**src/rtl/bsm_pkg.sv**
```systemverilog
// Package for the binary search membership unit.
// Holds widths, codes and the command/status structs; no dependencies.
package bsm_pkg;

   localparam int VALUE_W         = 32;
   localparam int INDEX_W         = 7;
   localparam int LEN_W           = 8;
   localparam int CSR_DATA_W      = 32;
   localparam int CSR_ADDR_W      = 2;
   localparam int TABLE_DEPTH_DEF = 128;

   localparam logic FUNC_WRITE  = 1'b0;
   localparam logic FUNC_SEARCH = 1'b1;

   localparam logic [CSR_ADDR_W-1:0] REG_TABLE_LENGTH = CSR_ADDR_W'(0);

   typedef struct packed {
      logic write;
      logic start;
      logic step;
   } cmd_type;

   typedef struct packed {
      logic hit;
      logic more;
   } status_type;

endpackage

```
**src/rtl/bsm_if.sv**
```systemverilog
// Item channel interfaces for the binary search membership unit.
// Depends on bsm_pkg for field widths.
interface bsm_req_if;
   logic                               valid;
   logic                               ready;
   logic                               func;
   logic [bsm_pkg::INDEX_W-1:0]        entry_index;
   logic signed [bsm_pkg::VALUE_W-1:0] value;

   modport source (output valid, output func, output entry_index, output value,
                   input ready);
   modport sink   (input valid, input func, input entry_index, input value,
                   output ready);
endinterface

interface bsm_rsp_if;
   logic valid;
   logic ready;
   logic found;

   modport source (output valid, output found, input ready);
   modport sink   (input valid, input found, output ready);
endinterface

```
**src/rtl/bsm_csr.sv**
```systemverilog
// APB register block: holds table_length.
// Depends on bsm_pkg.
module bsm_csr (
   input  logic                              clock,
   input  logic                              reset,
   input  logic                              psel,
   input  logic                              penable,
   input  logic                              pwrite,
   input  logic [bsm_pkg::CSR_ADDR_W-1:0]    paddr,
   input  logic [bsm_pkg::CSR_DATA_W-1:0]    pwdata,
   output logic [bsm_pkg::CSR_DATA_W-1:0]    prdata,
   output logic                              pready,
   output logic [bsm_pkg::LEN_W-1:0]         table_length
);
   import bsm_pkg::*;

   logic [LEN_W-1:0] len_ff;
   logic [LEN_W-1:0] len_in;
   logic             wr_hit;

   assign pready = 1'b1;
   assign wr_hit = psel & penable & pwrite & (paddr == REG_TABLE_LENGTH);

   always_comb begin
      len_in = len_ff;
      if (wr_hit) begin
         len_in = pwdata[LEN_W-1:0];
      end
   end

   always_ff @(posedge clock) begin
      if (reset) begin
         len_ff <= '0;
      end else begin
         len_ff <= len_in;
      end
   end

   always_comb begin
      prdata = '0;
      if (paddr == REG_TABLE_LENGTH) begin
         prdata = CSR_DATA_W'(len_ff);
      end
   end

   assign table_length = len_ff;

endmodule

```
**src/rtl/bsm_datapath.sv**
```systemverilog
// Datapath: sorted table memory, search bounds, key and probe compare.
// Depends on bsm_pkg; driven by bsm_ctrl through cmd/status structs.
module bsm_datapath #(
   parameter int TABLE_DEPTH = bsm_pkg::TABLE_DEPTH_DEF
) (
   input  logic                              clock,
   input  bsm_pkg::cmd_type                  cmd,
   output bsm_pkg::status_type               status,
   input  logic [bsm_pkg::INDEX_W-1:0]       entry_index,
   input  logic signed [bsm_pkg::VALUE_W-1:0] value,
   input  logic [bsm_pkg::LEN_W-1:0]         table_length
);
   import bsm_pkg::*;

   localparam int AW = (TABLE_DEPTH > 1) ? $clog2(TABLE_DEPTH) : 1;
   localparam int CW = $clog2(TABLE_DEPTH + 1);
   localparam int IW = (AW > INDEX_W) ? AW : INDEX_W;

   logic signed [VALUE_W-1:0] mem [0:TABLE_DEPTH-1];
   logic signed [VALUE_W-1:0] rdata_ff;
   logic signed [VALUE_W-1:0] key_ff;
   logic [AW-1:0]             mid_ff;
   logic [CW-1:0]             lo_ff;
   logic [CW-1:0]             hip1_ff;

   logic [CW-1:0]             n_sat;
   logic [CW-1:0]             lo_in;
   logic [CW-1:0]             hip1_in;
   logic [CW-1:0]             span;
   logic [CW-1:0]             mid_w;
   logic [CW-1:0]             mid_ext;
   logic [AW-1:0]             rd_addr;
   logic                      rd_en;
   logic [IW-1:0]             idx_ext;
   logic                      wr_en;
   logic                      gt;

   assign idx_ext = IW'(entry_index);
   assign wr_en   = cmd.write & (int'(entry_index) < TABLE_DEPTH);

   always_comb begin
      if (int'(table_length) > TABLE_DEPTH) begin
         n_sat = CW'(TABLE_DEPTH);
      end else begin
         n_sat = CW'(table_length);
      end
   end

   assign mid_ext = CW'(mid_ff);
   assign gt      = rdata_ff > key_ff;

   // next bounds: fresh on start, narrowed around the last probe otherwise
   always_comb begin
      lo_in   = lo_ff;
      hip1_in = hip1_ff;
      if (cmd.start) begin
         lo_in   = '0;
         hip1_in = n_sat;
      end else if (gt) begin
         hip1_in = mid_ext;
      end else begin
         lo_in = mid_ext + CW'(1);
      end
   end

   assign span    = hip1_in - lo_in - CW'(1);
   assign mid_w   = lo_in + (span >> 1);
   assign rd_addr = mid_w[AW-1:0];

   assign status.more = lo_in < hip1_in;
   assign status.hit  = rdata_ff == key_ff;
   assign rd_en       = (cmd.start | cmd.step) & status.more;

   always_ff @(posedge clock) begin
      if (wr_en) begin
         mem[idx_ext[AW-1:0]] <= value;
      end
      if (rd_en) begin
         rdata_ff <= mem[rd_addr];
         mid_ff   <= rd_addr;
      end
      if (cmd.start | cmd.step) begin
         lo_ff   <= lo_in;
         hip1_ff <= hip1_in;
      end
      if (cmd.start) begin
         key_ff <= value;
      end
   end

endmodule

```
**src/rtl/bsm_ctrl.sv**
```systemverilog
// Controller: accepts items, sequences the probes and holds the result register.
// Depends on bsm_pkg; steers bsm_datapath through cmd/status structs.
module bsm_ctrl (
   input  logic                clock,
   input  logic                reset,
   input  logic                req_valid,
   output logic                req_ready,
   input  logic                req_func,
   output logic                rsp_valid,
   input  logic                rsp_ready,
   output logic                rsp_found,
   output bsm_pkg::cmd_type    cmd,
   input  bsm_pkg::status_type status
);
   import bsm_pkg::*;

   typedef enum logic [2:0] {
      ST_IDLE  = 3'b001,
      ST_PROBE = 3'b010,
      ST_DONE  = 3'b100
   } state_type;

   state_type state_ff, state_in;
   logic      found_ff, found_in;
   logic      rsp_valid_ff, rsp_valid_in;
   logic      rsp_found_ff, rsp_found_in;
   logic      accept;

   assign req_ready = (state_ff == ST_IDLE);
   assign accept    = req_valid & req_ready;

   always_comb begin
      state_in     = state_ff;
      found_in     = found_ff;
      rsp_valid_in = rsp_valid_ff;
      rsp_found_in = rsp_found_ff;
      cmd          = '0;
      if (rsp_valid_ff & rsp_ready) begin
         rsp_valid_in = 1'b0;
      end
      case (state_ff)
         ST_IDLE: begin
            if (accept) begin
               if (req_func == FUNC_WRITE) begin
                  cmd.write = 1'b1;
               end else begin
                  cmd.start = 1'b1;
                  found_in  = 1'b0;
                  state_in  = status.more ? ST_PROBE : ST_DONE;
               end
            end
         end
         ST_PROBE: begin
            if (status.hit) begin
               found_in = 1'b1;
               state_in = ST_DONE;
            end else begin
               cmd.step = 1'b1;
               if (!status.more) begin
                  state_in = ST_DONE;
               end
            end
         end
         ST_DONE: begin
            if (!rsp_valid_ff | rsp_ready) begin
               rsp_valid_in = 1'b1;
               rsp_found_in = found_ff;
               state_in     = ST_IDLE;
            end
         end
         default: begin
            state_in = ST_IDLE;
         end
      endcase
   end

   always_ff @(posedge clock) begin
      if (reset) begin
         state_ff     <= ST_IDLE;
         rsp_valid_ff <= 1'b0;
      end else begin
         state_ff     <= state_in;
         rsp_valid_ff <= rsp_valid_in;
      end
      found_ff     <= found_in;
      rsp_found_ff <= rsp_found_in;
   end

   assign rsp_valid = rsp_valid_ff;
   assign rsp_found = rsp_found_ff;

endmodule

```
**src/rtl/binary_search_membership_unit.sv**
```systemverilog
// Binary search membership unit: a table of signed 32-bit entries in ascending
// order, filled by write items and searched by search items. A write item gives
// no result. A search item starts its first probe in the accept cycle, if any
// entry is in use, and then makes one probe per cycle, limited by the single
// read port of the table memory; it takes up to ceil(log2(n+1)) probes for n
// entries in use (8 for 128), then finishes and loads the result register once
// the previous result has left it. A new item is taken while a previous result
// still waits in the output register. The table has no reset: every entry
// below table_length must be written before a search reads it. table_length
// is set over the APB port at byte address 0.
// Depends on bsm_pkg, bsm_if, bsm_csr, bsm_ctrl and bsm_datapath.
module binary_search_membership_unit #(
   parameter int TABLE_DEPTH = bsm_pkg::TABLE_DEPTH_DEF
) (
   input  logic                              clock,
   input  logic                              reset,
   bsm_req_if.sink                           req_ch,
   bsm_rsp_if.source                         rsp_ch,
   input  logic                              psel,
   input  logic                              penable,
   input  logic                              pwrite,
   input  logic [bsm_pkg::CSR_ADDR_W-1:0]    paddr,
   input  logic [bsm_pkg::CSR_DATA_W-1:0]    pwdata,
   output logic [bsm_pkg::CSR_DATA_W-1:0]    prdata,
   output logic                              pready
);
   import bsm_pkg::*;

   cmd_type          cmd;
   status_type       status;
   logic [LEN_W-1:0] table_length;

   bsm_csr u_csr (
      .clock        (clock),
      .reset        (reset),
      .psel         (psel),
      .penable      (penable),
      .pwrite       (pwrite),
      .paddr        (paddr),
      .pwdata       (pwdata),
      .prdata       (prdata),
      .pready       (pready),
      .table_length (table_length)
   );

   bsm_ctrl u_ctrl (
      .clock     (clock),
      .reset     (reset),
      .req_valid (req_ch.valid),
      .req_ready (req_ch.ready),
      .req_func  (req_ch.func),
      .rsp_valid (rsp_ch.valid),
      .rsp_ready (rsp_ch.ready),
      .rsp_found (rsp_ch.found),
      .cmd       (cmd),
      .status    (status)
   );

   bsm_datapath #(
      .TABLE_DEPTH (TABLE_DEPTH)
   ) u_datapath (
      .clock        (clock),
      .cmd          (cmd),
      .status       (status),
      .entry_index  (req_ch.entry_index),
      .value        (req_ch.value),
      .table_length (table_length)
   );

endmodule

```
**src/flat_wrapper.sv**
```systemverilog
// flat-port wrapper written by rule: the top's interface ports become plain ports
module binary_search_membership_unit_flat import bsm_pkg::*;
#(
   parameter int TABLE_DEPTH = bsm_pkg::TABLE_DEPTH_DEF
)
  (clock, reset, psel, penable, pwrite, paddr, pwdata, prdata, pready, req_ch_valid, req_ch_func, req_ch_entry_index, req_ch_value, req_ch_ready, rsp_ch_valid, rsp_ch_found, rsp_ch_ready);
  bsm_req_if req_ch_i ();
  bsm_rsp_if rsp_ch_i ();
  input  logic clock;
  input  logic reset;
  input  logic psel;
  input  logic penable;
  input  logic pwrite;
  input  logic [bsm_pkg::CSR_ADDR_W-1:0] paddr;
  input  logic [bsm_pkg::CSR_DATA_W-1:0] pwdata;
  output logic [bsm_pkg::CSR_DATA_W-1:0] prdata;
  output logic pready;
  input wire logic [$bits(req_ch_i.valid)-1:0] req_ch_valid;
  input wire logic [$bits(req_ch_i.func)-1:0] req_ch_func;
  input wire logic [$bits(req_ch_i.entry_index)-1:0] req_ch_entry_index;
  input wire logic [$bits(req_ch_i.value)-1:0] req_ch_value;
  output wire logic [$bits(req_ch_i.ready)-1:0] req_ch_ready;
  output wire logic [$bits(rsp_ch_i.valid)-1:0] rsp_ch_valid;
  output wire logic [$bits(rsp_ch_i.found)-1:0] rsp_ch_found;
  input wire logic [$bits(rsp_ch_i.ready)-1:0] rsp_ch_ready;
  assign req_ch_i.valid = req_ch_valid;
  assign req_ch_i.func = req_ch_func;
  assign req_ch_i.entry_index = req_ch_entry_index;
  assign req_ch_i.value = req_ch_value;
  assign req_ch_ready = req_ch_i.ready;
  assign rsp_ch_valid = rsp_ch_i.valid;
  assign rsp_ch_found = rsp_ch_i.found;
  assign rsp_ch_i.ready = rsp_ch_ready;
  binary_search_membership_unit #(.TABLE_DEPTH(TABLE_DEPTH)) u_core (.clock(clock), .reset(reset), .req_ch(req_ch_i), .rsp_ch(rsp_ch_i), .psel(psel), .penable(penable), .pwrite(pwrite), .paddr(paddr), .pwdata(pwdata), .prdata(prdata), .pready(pready));
endmodule
```
**config.mk**
```make
export PLATFORM = sky130hd
export DESIGN_NAME = binary_search_membership_unit_flat
export DESIGN_NICKNAME = d
export VERILOG_FILES = /design/src/rtl/bsm_pkg.sv /design/src/rtl/bsm_if.sv /design/src/rtl/bsm_csr.sv /design/src/rtl/bsm_datapath.sv /design/src/rtl/bsm_ctrl.sv /design/src/rtl/binary_search_membership_unit.sv /design/src/flat_wrapper.sv
export SDC_FILE = /design/constraint.sdc
export NUM_CORES = 2
export LEC_CHECK = 0
export BUFFER_PORTS_ARGS = -buffer_cell sky130_fd_sc_hd__buf_2
export CAP_MARGIN = 20
export CORE_AREA = 4 4 393 783
export CTS_CLUSTER_DIAMETER = 50
export DETAILED_ROUTE_END_ITERATION = 6
export DIE_AREA = 0 0 397 787
export GPL_TIMING_DRIVEN = 1
export PLACE_DENSITY = 0.7
export SKIP_CTS_REPAIR_TIMING = 1
export SYNTH_ARGS = -nofsm -noshare
export SYNTH_HDL_FRONTEND = slang
export SYNTH_SLANG_ARGS = --single-unit
```
**constraint.sdc**
```tcl
create_clock -name clock -period 16.6 [get_ports clock]
set_input_delay 1.66 -clock clock [delete_from_list [all_inputs] [get_ports clock]]
set_output_delay 1.66 -clock clock [all_outputs]
set_load 0.05 [all_outputs]
```
==> Yosys cells after proc, flatten, opt, wreduce, memory -nomap -nowiden <==
Memory sizes are Yosys's and may differ from the RTL's. A register that Yosys moved wholly into a read port is not among the register bits.
Index checks and enable logic that the tools add are counted.
{ "op_classes": {"n_addsub": 4, "bitwise": 8, "n_reduce_logical": 6, "n_mux": 28, "eq_ne": 9, "magnitude_cmp": 3} }
{ "op_table": {"columns": ["operator", "count"], "rows": [
  ["8-bit 2-to-1 mux", 6],
  ["32-bit == test", 1],
  ["32-bit > comparator", 1],
  ["3-bit 2-to-1 mux", 6],
  ["1-bit 2-to-1 mux", 12],
  ["3-bit case mux with 3 select lines", 1],
  ["7-bit by 1-bit adder with 8-bit output (second input constant)", 1],
  ["8-bit > comparator (second input constant)", 1],
  ["8-bit < comparator", 1],
  ["4-bit AND reduction", 2],
  ["8-bit by 1-bit subtractor with 8-bit output (second input constant)", 1],
  ["8-bit subtractor", 1],
  ["7-bit adder", 1],
  ["1-bit bitwise AND", 6],
  ["2-bit 2-to-1 mux", 2],
  ["2-bit by 1-bit inequality test with 1-bit output (second input constant)", 2],
  ["2-bit inequality test (second input constant)", 2],
  ["3-bit by 1-bit == test with 1-bit output (second input constant)", 1],
  ["3-bit by 2-bit == test with 1-bit output (second input constant)", 1],
  ["3-bit == test (second input constant)", 1],
  ["3-bit by 2-bit inequality test with 1-bit output (second input constant)", 1],
  ["2-bit zero test", 1],
  ["1-bit OR", 2],
  ["1-bit case mux with 2 select lines", 1],
  ["3 further kinds", 3]
]} }
{ "word_totals": {"mem_bits_rw": 4096, "n_memories": 1, "out_inout_bits": 36, "reg_bits": 69} }
{ "memory_table": {"columns": ["name", "depth", "width", "read_ports", "rd_ports_with_merged_regs", "wr", "line_no", "rtl"], "rows": [
  ["u_core.u_datapath.mem", 128, 32, 1, 1, 1, "bsm_datapath.sv:19", "logic signed [VALUE_W-1:0] mem [0:TABLE_DEPTH-1];"]
]} }

==> Logic depth before layout (Yosys ltp) <==
{ "logic_depth": {"ltp_word": 10, "mapped_depth": 28} }

==> Hierarchy <==
From an unflattened synthesis, not the netlist that was laid out.
{ "hier_totals": {"cells_unflattened": 12181, "hier_area_um2": 184126.6} }
{ "by_module_without_submodules": {"columns": ["mod", "cells_each", "area_per_inst_um2", "n_inst"], "rows": [
  ["bsm_datapath", 12076, 183166.9, 1],
  ["bsm_csr", 71, 625.6, 1],
  ["bsm_ctrl", 34, 334.1, 1]
]} }

==> Worst setup path before layout <==
Ideal clock, no wire load.
{ "synth_path": {"path_type": "input -> register", "from": "input req_ch_func", "to": "register u_core.u_datapath.rdata_ff[4], read port of u_core.u_datapath.mem (data pin)", "setup_slack_ns": 9.183, "arrival_ns": 7.138, "n_path_buf": 6, "required_ns": 16.321, "setup_time_ns": 0.279, "stages": 23, "path_cell_list": "nand3_1 > clkbuf_1 > clkinv_1 > clkbuf_1 > o21ai_0 > fa_1 > xor2_1 > inv_1 > fa_1 > xnor2_1 > xnor2_1 > or3_1 > and3_1 > buf_2 > inv_2 > buf_4 > buf_2 > buf_4 > mux2i_1 > mux2i_1 > mux2_1 > mux2i_1 > mux2i_1"} }
{ "synth_rtl": {"columns": ["item", "line_no", "rtl"], "rows": [
  ["start, declared", "flat_wrapper.sv:19", "input wire logic [$bits(req_ch_i.func)-1:0] req_ch_func;"],
  ["end, declared", "bsm_datapath.sv:20", "logic signed [VALUE_W-1:0] rdata_ff;"]
]} }

==> Worst setup path in the final report <==
{ "layout_path": {"from": "register u_core.u_datapath.rdata_ff[12], read port of u_core.u_datapath.mem", "to": "register u_core.u_datapath.rdata_ff[31], read port of u_core.u_datapath.mem (data pin)"} }
{ "layout_between": {"elab_chain_len": 6, "elab_cells_between_ends": 14, "cone_classes": "add/sub (3); order compare (2); eq/ne (1); mux (6); bitwise (2)"} }
{ "layout_lines": {"columns": ["item", "line_no", "rtl"], "rows": [
  ["32-bit > comparator (*)", "bsm_datapath.sv:50", "assign gt = rdata_ff > key_ff;"],
  ["8-bit 2-to-1 mux (*)", "bsm_datapath.sv:59", "end else if (gt) begin"],
  ["8-bit 2-to-1 mux (*)", "bsm_datapath.sv:56", "if (cmd.start) begin"],
  ["net u_core.u_datapath.hip1_in[1]", "bsm_datapath.sv:28", "logic [CW-1:0] hip1_in;"],
  ["8-bit subtractor", "bsm_datapath.sv:66", "assign span = hip1_in - lo_in - CW'(1);"],
  ["8-bit by 1-bit subtractor with 8-bit output", "bsm_datapath.sv:66", null],
  ["7-bit adder", "bsm_datapath.sv:67", "assign mid_w = lo_in + (span >> 1);"]
]} }
Mark *: on every way through the listed nets, which the timed path passes. The rest lies on a longest branch.
A chain may end at the register's enable or synchronous reset.

==> impl_results.md <==
- Pin count of the biggest net entering global routing: 123
- Inserted Clock Buffers: 338
- Period utilization: 57.5%
- CP peak stage delay: 0.93 ns
- Synth unique cells: 79
- CP most frequent cell: mux2i_1
- Asr flop ratio synth: 0%
- Depth of the most critical reg-to-reg path: 24
- Critical Path AT: 10.15 ns
- Min-delay worst type: reg2reg
- Worst Path Buf+Inv: 4
- Core ar.: 301000 µm²
- Largest fanout on the critical path: 87
- Mapped Area: 165000 µm²
- Post-synth EDFFs: 4185
- First-pass GRT wire length: 610 mm
- Area Overhead vs Synth: 10.5%
- Crit Path Class: reg2reg
- Skew-Pair Late Insertion Delay: 0.91 ns
- Crit. Startpoint: u_core.u_datapath.rdata_ff[12]
- R2R setup slack: 7.06 ns
- FILL cells: 20782
- Die W: just under 400 µm
- Vias post-DR: 82484
- Slew Limit Fails: 0
- Cell Chain, Critical Path: ha_1 -> nand4_1 -> or4_1 -> or3_1 -> o31ai_2 -> buf_4 -> mux2i_1 -> o21ai_0 -> fa_1 -> xor2_1 -> ha_1 -> nand4b_1 -> mux2_2 -> a21oi_1 -> o2111ai_1 -> or3_2 -> buf_4 -> nand2_4 -> buf_12 -> buf_12 -> mux2i_1 -> o21ai_0 -> o32ai_1 -> mux2i_1
- RR Startpoint: u_core.u_datapath.rdata_ff[12]
- Die ar.: 312000 µm²
- Setup Viol. Count Final: 0
- Die H: 787 µm
- Initial Util: 54.8%
- Top Ports: 117
- Worst-Margin Slew: 1.24 ns
- Commonest non-fill, non-tap cells in the layout: edfxtp_1 (4185), mux2i_1 (881), mux4_2 (808)
- RSZ-0062 raised after global routing: false
- DR DRC count: 0
- GPL Wtd Cong: 0.840
- Port Buffers: 67
- WL final: ~430 mm
- Worst EP required: 17.22 ns
- Drt via density: between 6 and 7
- Worst setup SP type: register
- CTS HTree Levels: 5
- Stages on the worst setup path: 24
- Syn Area/Cell: 20.3 µm²
- Critical path's slowest cell: o32ai_1
- Reg clk slew, reported paths: 0.07 ns
- Final min period: 9.54 ns
- Root Buffer: clkbuf_16
- Clock sink total: about 4200
- Tot GR Track Use: 27.4%
- Yosys reg bits: 4197
- Aggregate global routing overflow: 0
- Max Cap Viol: 0
- Commonest non-fill, non-tap cell in the layout: edfxtp_1
- DR pass1 iterations: 6
- Clock skew: approximately 0.04 ns
- Worst slew margin: 17.0%
- Delay-heaviest family, CP: simple AND/OR/NAND/NOR gates
- Max frequency: 0.105 GHz
- Vias in the first global route: 84309
- Final Hold Violating Endpoints: 0
- Setup TNS: 0 ns
- Detailed Place HPWL: around 230 mm
- Nets: 8474
- Status: finished, final reports clean
- Crit path to: u_core.u_datapath.rdata_ff[31]
- Register area share after synthesis: 76.2%
- Clk buf depth: 4
- CTS tree: yes
- 1st-iter DRT viols: 9983
- Fraction of layout cells with a size suffix above 1: 21.8%
- DR WL/cell: 34.0 µm
- Rows: 285
- Initial antenna violation count: 28
- ANT nets after route: 0
- Post-synthesis cell count: about 8000
- Total number of yosys warnings: 0
- Critical path capture point type: register
- Post-synth top flop: edfxtp_1
- RR Endpoint: u_core.u_datapath.rdata_ff[31]
per-stage QoR:
step                util (%)  std cells  cell area, µm²  setup slack (ns)  hold WS (ns)
floorplan                  -       8148          165000              9.18         0.400
detailed placement      57.0      12018          172000              6.43         0.430
finish                  60.6      12641          183000              7.06         0.440
global route            60.6      12627          183000              6.71         0.451
global placement        57.0      12016          172000              6.49         0.418
CTS                     60.6      12624          183000              7.14         0.445
registers in the layout (all words and copies together), names as in the netlist:
signal,flops
u_core.u_datapath.mem,4096
u_core.u_datapath.key_ff,32
u_core.u_datapath.rdata_ff,32
u_core.u_csr.table_length,8
u_core.u_datapath.hip1_ff,8
u_core.u_datapath.lo_ff,8
u_core.u_datapath.mid_ff,7
u_core.u_ctrl.state_ff,3
u_core.u_ctrl.found_ff,1
u_core.u_ctrl.rsp_found,1
u_core.u_ctrl.rsp_valid,1
cells by family after synthesis:
logic type / synth area share (%)
xor gates and xnor gates: 0.123
other: 0.00454
AOI/OAI and AO/OA: 1.63
adders and majority gates: 0.402
muxes: 17.1
buffers and inverters: 1.58
and+or+nand+nor: 3.01
DFF: 76.2
cell type report:
cell class	count	area, µm²	share of cell area [%]
Inverter	87	349	0.191
Clock inverter	190	1720	0.942
Tap cell	4018	5030	2.75
Multi-Input combinational cell	3390	38000	20.8
Timing Repair Buffer	328	2620	1.43
Antenna cell	15	37.5	0.0205
Sequential cell	4197	126000	68.9
Clock buffer	416	8990	4.92
metal layers:
layer,vias to the layer above,GRT usage [%],part of all wire (%)
met5,-,0,0.016
met4,10,14.9,6.4
met3,995,4.06,8.1
met2,4322,47.0,51
met1,43608,33.6,34
li1,33549,-,-
cells in the mapped netlist, drive strengths merged, types with 45 or more instances:
cell	n	share of area, %
buf	275	0.93
o32ai	45	0.24
o21ai	61	0.18
mux2i	881	5.3
a311oi	54	0.29
edfxtp	4185	76
clkbuf	199	0.45
mux2	104	0.71
ha	49	0.37
nand2	528	1.2
nor2	203	0.46
mux4	808	11
nand3	286	0.87
inv	84	0.19
a21oi	89	0.27
worst min path at each step:
stage	depth (start not counted)	slack, ns	from	to
6_report	0	0.44	u_core.u_ctrl.found_ff	u_core.u_ctrl.rsp_found
5_1_grt	0	0.45	u_core.u_ctrl.found_ff	u_core.u_ctrl.rsp_found
4_1_cts	0	0.45	u_core.u_ctrl.found_ff	u_core.u_ctrl.rsp_found
3_5_place_dp	0	0.43	u_core.u_ctrl.found_ff	u_core.u_ctrl.rsp_found
3_3_place_gp	0	0.42	u_core.u_ctrl.found_ff	u_core.u_ctrl.rsp_found
2_1_floorplan	0	0.40	u_core.u_ctrl.found_ff	u_core.u_ctrl.rsp_found
Power is left out: the tool's default activity adds up to more than one toggle a clock period on the data nets, which glitch-free logic cannot reach.
